`src/hw/rtl/tld_pkg.sv`:
```
package tld_pkg;

  parameter int unsigned WINDOW_DEF = 32;

  parameter logic signed [15:0] HEIGHT_THR_RESET = -16'sd180;
  parameter logic [31:0]        VAR_THR_RESET    = 32'd65536;

  typedef enum logic {
    REG_HEIGHT_THR = 1'b0,
    REG_VAR_THR    = 1'b1
  } reg_idx_e;

  typedef enum logic [1:0] {
    EV_NONE    = 2'd0,
    EV_TAKEOFF = 2'd1,
    EV_LANDING = 2'd2
  } event_e;

  typedef struct packed {
    logic valid;
    logic height_flag;
  } step_t;

endpackage

```
`src/hw/rtl/tld_window.sv`:
```
module tld_window import tld_pkg::*; #(
  parameter int unsigned Window = WINDOW_DEF
) (
  input  logic        clk_i,
  input  logic        shift_i,
  input  logic [15:0] sample_i,
  output logic [15:0] oldest_o,
  output logic [31:0] oldest_sq_o
);

  logic [15:0] win_q [Window];
  logic [31:0] oldest_sq_q;

  // shift line: new sample enters at the top, oldest leaves at entry 0
  always_ff @(posedge clk_i) begin
    if (shift_i) begin
      for (int unsigned i = 0; i < Window - 1; i++) begin
        win_q[i] <= win_q[i + 1];
      end
      win_q[Window - 1] <= sample_i;
      oldest_sq_q       <= 32'(win_q[1]) * 32'(win_q[1]);
    end
  end

  assign oldest_o    = win_q[0];
  assign oldest_sq_o = oldest_sq_q;

endmodule

```
`src/hw/rtl/tld_stats.sv`:
```
module tld_stats import tld_pkg::*; #(
  parameter int unsigned Window = WINDOW_DEF,
  localparam int unsigned CntW  = $clog2(Window + 1),
  localparam int unsigned SumW  = 16 + CntW,
  localparam int unsigned SqW   = 32 + CntW,
  localparam int unsigned CmpW  = 32 + 2 * CntW
) (
  input  logic            clk_i,
  input  logic            rst_ni,
  input  step_t           step_i,
  input  logic [15:0]     sample_i,
  input  logic [31:0]     sample_sq_i,
  input  logic [CmpW-1:0] rhs_i,
  output logic            motion_o
);

  logic [CntW-1:0] fill_q, fill_d;
  logic [SumW-1:0] sum_q, sum_d, sum_shift;
  logic [SqW-1:0]  sq_q, sq_d, sq_shift;
  logic            motion_q, motion_d;
  logic            full, upd, shift;
  logic [15:0]     oldest;
  logic [31:0]     oldest_sq;
  logic [CmpW-1:0] nq, ss, lhs;
  logic            reached;

  tld_window #(
    .Window(Window)
  ) u_window (
    .clk_i      (clk_i),
    .shift_i    (shift),
    .sample_i   (sample_i),
    .oldest_o   (oldest),
    .oldest_sq_o(oldest_sq)
  );

  assign full = (fill_q == CntW'(Window));
  assign upd  = !motion_q || !step_i.height_flag;

  assign sum_shift = SumW'((SumW + 1)'(sum_q) + (SumW + 1)'(sample_i)
                           - (SumW + 1)'(oldest));
  assign sq_shift  = SqW'((SqW + 1)'(sq_q) + (SqW + 1)'(sample_sq_i)
                          - (SqW + 1)'(oldest_sq));

  // N*Q - S*S >= thr*N*(N-1), rhs precomputed at config write
  assign nq      = CmpW'(sq_shift) * CmpW'(Window);
  assign ss      = CmpW'(sum_shift) * CmpW'(sum_shift);
  assign lhs     = (nq >= ss) ? (nq - ss) : '0;
  assign reached = (lhs >= rhs_i);

  always_comb begin
    fill_d   = fill_q;
    sum_d    = sum_q;
    sq_d     = sq_q;
    motion_d = motion_q;
    shift    = 1'b0;
    if (step_i.valid) begin
      if (upd) begin
        shift = 1'b1;
        if (!full) begin
          fill_d = fill_q + 1'b1;
          sum_d  = sum_q + SumW'(sample_i);
          sq_d   = sq_q + SqW'(sample_sq_i);
        end else begin
          sum_d    = sum_shift;
          sq_d     = sq_shift;
          motion_d = reached;
        end
      end else begin
        fill_d = '0;
        sum_d  = '0;
        sq_d   = '0;
      end
    end
  end

  always_ff @(posedge clk_i or negedge rst_ni) begin
    if (!rst_ni) begin
      fill_q   <= '0;
      sum_q    <= '0;
      sq_q     <= '0;
      motion_q <= 1'b0;
    end else begin
      fill_q   <= fill_d;
      sum_q    <= sum_d;
      sq_q     <= sq_d;
      motion_q <= motion_d;
    end
  end

  assign motion_o = motion_d;

endmodule

```
`src/hw/rtl/takeoff_landing_detector.sv`:
```
// A request is taken into the input register, then its result into the result
// register as soon as that is empty or being read by the output side.
// Throughput: one request per cycle unless the output stalls; the running
// sum, sum of squares and variance compare update combinationally on each item.
// Reset (async, active low): clears handshake state, fill count, sums, motion
// and flying state, and loads the threshold defaults. Window contents stay
// undefined and are rewritten before use; there is no clearing pass.
module takeoff_landing_detector import tld_pkg::*; #(
  parameter int unsigned WINDOW = WINDOW_DEF
) (
  input  logic        clk_i,
  input  logic        rst_ni,

  input  logic        s_axis_tvalid,
  output logic        s_axis_tready,
  input  logic [31:0] s_axis_tdata,   // acc_magnitude[15:0], height_mm[31:16]

  output logic        m_axis_tvalid,
  input  logic        m_axis_tready,
  output logic [7:0]  m_axis_tdata,   // flying[0], event_res[2:1],
                                      // motion_flag[3], height_flag[4], zero[7:5]

  input  logic        cfg_we_i,
  input  logic        cfg_idx_i,
  input  logic [31:0] cfg_wdata_i
);

  localparam int unsigned CntW     = $clog2(WINDOW + 1);
  localparam int unsigned CmpW     = 32 + 2 * CntW;
  localparam int unsigned VarScale = WINDOW * (WINDOW - 1);
  localparam logic [CmpW-1:0] RhsReset = CmpW'(VAR_THR_RESET) * CmpW'(VarScale);

  logic signed [15:0] hthr_q, hthr_d;
  logic [CmpW-1:0]    rhs_q, rhs_d;

  logic               in_valid_q, in_valid_d;
  logic [15:0]        acc_q;
  logic signed [15:0] height_q;
  logic [31:0]        acc_sq_q;

  logic               out_valid_q, out_valid_d;
  logic [7:0]         out_data_q, out_data_d;
  logic               fly_q, fly_d;
  event_e             ev;

  logic               accept, advance, hflag, motion;
  step_t              step;

  assign advance       = in_valid_q && (!out_valid_q || m_axis_tready);
  assign s_axis_tready = !in_valid_q || advance;
  assign accept        = s_axis_tvalid && s_axis_tready;

  assign hflag       = (height_q <= hthr_q);
  assign step.valid  = advance;
  assign step.height_flag = hflag;

  tld_stats #(
    .Window(WINDOW)
  ) u_stats (
    .clk_i      (clk_i),
    .rst_ni     (rst_ni),
    .step_i     (step),
    .sample_i   (acc_q),
    .sample_sq_i(acc_sq_q),
    .rhs_i      (rhs_q),
    .motion_o   (motion)
  );

  always_comb begin
    hthr_d = hthr_q;
    rhs_d  = rhs_q;
    if (cfg_we_i) begin
      case (cfg_idx_i)
        REG_HEIGHT_THR: hthr_d = $signed(cfg_wdata_i[15:0]);
        REG_VAR_THR:    rhs_d  = CmpW'(cfg_wdata_i) * CmpW'(VarScale);
        default:        ;
      endcase
    end
  end

  always_comb begin
    fly_d = fly_q;
    ev    = EV_NONE;
    if (motion && hflag && !fly_q) begin
      fly_d = 1'b1;
      ev    = EV_TAKEOFF;
    end else if (!motion && !hflag && fly_q) begin
      fly_d = 1'b0;
      ev    = EV_LANDING;
    end
    out_data_d = {3'b000, hflag, motion, ev, fly_d};
  end

  always_comb begin
    in_valid_d = in_valid_q;
    if (accept) begin
      in_valid_d = 1'b1;
    end else if (advance) begin
      in_valid_d = 1'b0;
    end
    out_valid_d = out_valid_q;
    if (advance) begin
      out_valid_d = 1'b1;
    end else if (m_axis_tready) begin
      out_valid_d = 1'b0;
    end
  end

  always_ff @(posedge clk_i or negedge rst_ni) begin
    if (!rst_ni) begin
      hthr_q      <= HEIGHT_THR_RESET;
      rhs_q       <= RhsReset;
      in_valid_q  <= 1'b0;
      out_valid_q <= 1'b0;
      fly_q       <= 1'b0;
    end else begin
      hthr_q      <= hthr_d;
      rhs_q       <= rhs_d;
      in_valid_q  <= in_valid_d;
      out_valid_q <= out_valid_d;
      if (advance) begin
        fly_q <= fly_d;
      end
    end
  end

  always_ff @(posedge clk_i) begin
    if (accept) begin
      acc_q    <= s_axis_tdata[15:0];
      height_q <= $signed(s_axis_tdata[31:16]);
      acc_sq_q <= 32'(s_axis_tdata[15:0]) * 32'(s_axis_tdata[15:0]);
    end
    if (advance) begin
      out_data_q <= out_data_d;
    end
  end

  assign m_axis_tvalid = out_valid_q;
  assign m_axis_tdata  = out_data_q;

endmodule

```
`config.mk`:
```
export PLATFORM = sky130hd
export DESIGN_NAME = takeoff_landing_detector
export DESIGN_NICKNAME = d
export VERILOG_FILES = /design/src/hw/rtl/tld_pkg.sv /design/src/hw/rtl/tld_window.sv /design/src/hw/rtl/tld_stats.sv /design/src/hw/rtl/takeoff_landing_detector.sv
export SDC_FILE = /design/constraint.sdc
export NUM_CORES = 2
export LEC_CHECK = 0
export ABC_AREA = 1
export BUFFER_PORTS_ARGS = -buffer_cell sky130_fd_sc_hd__buf_4
export CORE_MARGIN = 3
export CORE_UTILIZATION = 25
export CTS_CLUSTER_DIAMETER = 120
export DETAILED_ROUTE_END_ITERATION = 12
export SETUP_SLACK_MARGIN = 0.05
export SLEW_MARGIN = 20
export SYNTH_ARGS = -nofsm -noshare
export SYNTH_HDL_FRONTEND = slang
export SYNTH_SLANG_ARGS = --single-unit
```
`constraint.sdc`:
```
create_clock -name clk_i -period 14.8 [get_ports clk_i]
set_clock_uncertainty 0.2 [all_clocks]
set_input_delay 2.96 -clock clk_i [delete_from_list [all_inputs] [get_ports clk_i]]
set_output_delay 2.96 -clock clk_i [all_outputs]
set_load 0.02 [all_outputs]
```
==> metrics.cfg <==
[run_status]
status = finished clean

[drt]
vias = 43500
routed_wirelength_um = 163000
wl_per_cell_um = 16.3
drtPass1Iterations = 6
drtIter0Drc = 2956
drc = 0
ant_nets = 0
via_per_inst = 4.36

[layout]
final_cell_mix = inv_1, nand2_1, fa_1, edfxtp_1, ha_1
drive_above_1_share_pct = 6.06
regArea_um2 = 21400
diodes = 0
layout.cells.most_common = inv_1
area_growth_pct = 11.6
nets = 7998
fillers = 26800
multi_input_area_um2 = 37200

[critical_path]
crit_arrival_ps = 13970
critPathRequiredTime_ps = 15020
cpMostUsedCell = nand2_1
worstSetupPathType = register to register
startpoint_type = register
path_max_fanout = 21
cp-end-kind = register
slowest_stage = fa_1
max_stage_delay_ps = 570

[global_routing]
grt_pass1_vias = 45600
grt_max_degree = 180
grt_pass1_wl_um = 257000
track_usage_pct = 12.3
grt_overflow = 0
antenna_found_initial = 12

[clocking]
numCtsBuffers = 84
cts_root_buffer = clkbuf_16
hold_buffers = 0
cts_sinks = 732
clockBufferDepth = 3
worstSkewPairLatency_ps = 720
htree_levels = 3
clk_pin_slew_ps = 60
tritoncts = done

[sta]
hold_viol_final = 0
rsz0062_at_grt = false
maxSlewViolCount = 0
tightest_slew_ps = 1150
fmax_mhz = 72.7
period_needed_ps = 13750
fin_crit_sh_pct = 92.9
slew_headroom_pct = 23.3
setup-violations-final = 0
fin_setup_tns_ps = 0

[synthesis]
synth_cells = 6439
ys_seq_area_share_pct = 32.9
syn_avg_cell_area_um2 = 10.1
yosys_warnings = 0
ys_types = 69
synth-edff-count = 609
syn_area_um2 = 64900
synth_seq_cells = 732
async_flop_share_pct = 16.8
ys.flop_type = edfxtp_1

[die]
die_x_um = 516
design.core.area_um2 = 258000
initial_core_util_pct = 25.2
fp-row-count = 186
die_y_um = 516
dieArea_um2 = 266000
io_pins = 80

[worst_hold_path]
min_path_type = register to register

[flow_run]
max-cap-violations = 0

[placement]
place.gp.congestion = 0.927
dpl.hpwl_um = 128000
port_buffers = 76

[final timing paths]
path | cells past startpoint | slack (ps) | end | start
min in group asynchronous | 1 | 2210 | rhs_q[20] | rst_ni
min reg2reg | 0 | 190 | u_stats.u_window.win_q[1][121] | u_stats.u_window.win_q[1][137]
max in group asynchronous | 2 | 10980 | u_stats.sq_q[33] | rst_ni
min | 0 | 190 | u_stats.u_window.win_q[1][121] | u_stats.u_window.win_q[1][137]
max reg2reg | 68 | 1050 | m_axis_tdata[2] | acc_q[2]
max | 68 | 1050 | m_axis_tdata[2] | acc_q[2]
[layout make-up]
class                      count  share of cell area (%)
clock buffer                 100                    3.08
clock inverter                55                   0.932
inverter                    1549                    8.03
multi-input combinational   4027                    51.3
sequential                   732                    29.5
tap                         3384                    5.84
timing repair buffer         119                    1.27
[metal layers]
layer / track usage (%) / vias to the layer above / routed length [um]
li1: - / 20400 / -
met1: 16.7 / 21800 / 71700
met2: 20.3 / 1074 / 76500
met3: 2.27 / 214 / 10700
met4: 3.13 / 0 / 3980
met5: 0 / - / 0
[flip-flops by register name (all words and copies together) (netlist names), 5 cells and up]
name and cells:
u_stats.fill_q 6, u_stats.u_window.oldest_sq_o 31, acc_q 16, rhs_q 37
hthr_q 16, m_axis_tdata 5, u_stats.sq_q 38, u_stats.sum_q 22
height_q 16, u_stats.u_window.win_q 511, acc_sq_q 30
[cells by family after synthesis]
logic type | Yosys count | share of synthesized area [%]
compound gates | 794 | 7.24
simple gates | 1556 | 9.85
buf+inv | 1682 | 9.80
flops | 732 | 32.9
fa+ha+maj | 1415 | 36.7
xor+xnor | 259 | 3.50
other cells | 1 | 0.00578
[critical path, delay by kind of cell (launching register included)]
family / cells / cell delay (ps)
AOI/OAI and AO/OA: 13 / 2430
xor gates and xnor gates: 1 / 150
adders and majority gates: 12 / 4860
buffers and inverters: 10 / 1330
DFF: 1 / 370
and+or+nand+nor: 32 / 4110
[through the flow]
stage                     instances  instance area (um2)  hold WS, ps  setup slack [ps]  utilization (%)
final                          9966                72500          194              1050             28.1
after global routing           9966                72500          191              52.6             28.1
after CTS                      9965                72400          191               919             28.1
after detailed placement       9810                69500          205              1020             27.0
after global placement         9810                69500          200               965             27.0
after floorplan                6441                64900          200              2620                -
[cell usage after synthesis, types with 17 or more instances]
master | n | share of area (%)
a21oi_1 | 351 | 2.7
o211ai_1 | 25 | 0.29
nand4_1 | 23 | 0.22
clkbuf_1 | 101 | 0.58
edfxtp_1 | 609 | 28
a21oi_2 | 21 | 0.28
inv_1 | 1527 | 8.8
xnor2_1 | 109 | 1.5
o21ai_1 | 30 | 0.23
or2_2 | 17 | 0.16
fa_1 | 811 | 25
o21a_1 | 17 | 0.20
o21bai_1 | 21 | 0.24
buf_2 | 18 | 0.14
ha_1 | 604 | 12
dfrtp_1 | 107 | 4.1
o221ai_1 | 40 | 0.54
o21ai_0 | 162 | 1.2
nand2_1 | 908 | 5.3
a31oi_1 | 38 | 0.37
xor2_1 | 150 | 2.0
nor3_1 | 31 | 0.24
nand2_2 | 23 | 0.22
nor2_1 | 396 | 2.3
nand3_1 | 104 | 0.80
[what timing repair did]
| action | CTS | global route |
|---|---|---|
| setup buffers | 0 | 0 |
| setup endpoints to repair | 0 | 6 |
| endpoints found under the hold margin | 0 | 0 |
| gates resized for setup | 0 | 3 |
Power is left out: the tool's default activity adds up to more than one toggle a clock period on the data nets, which glitch-free logic cannot reach.
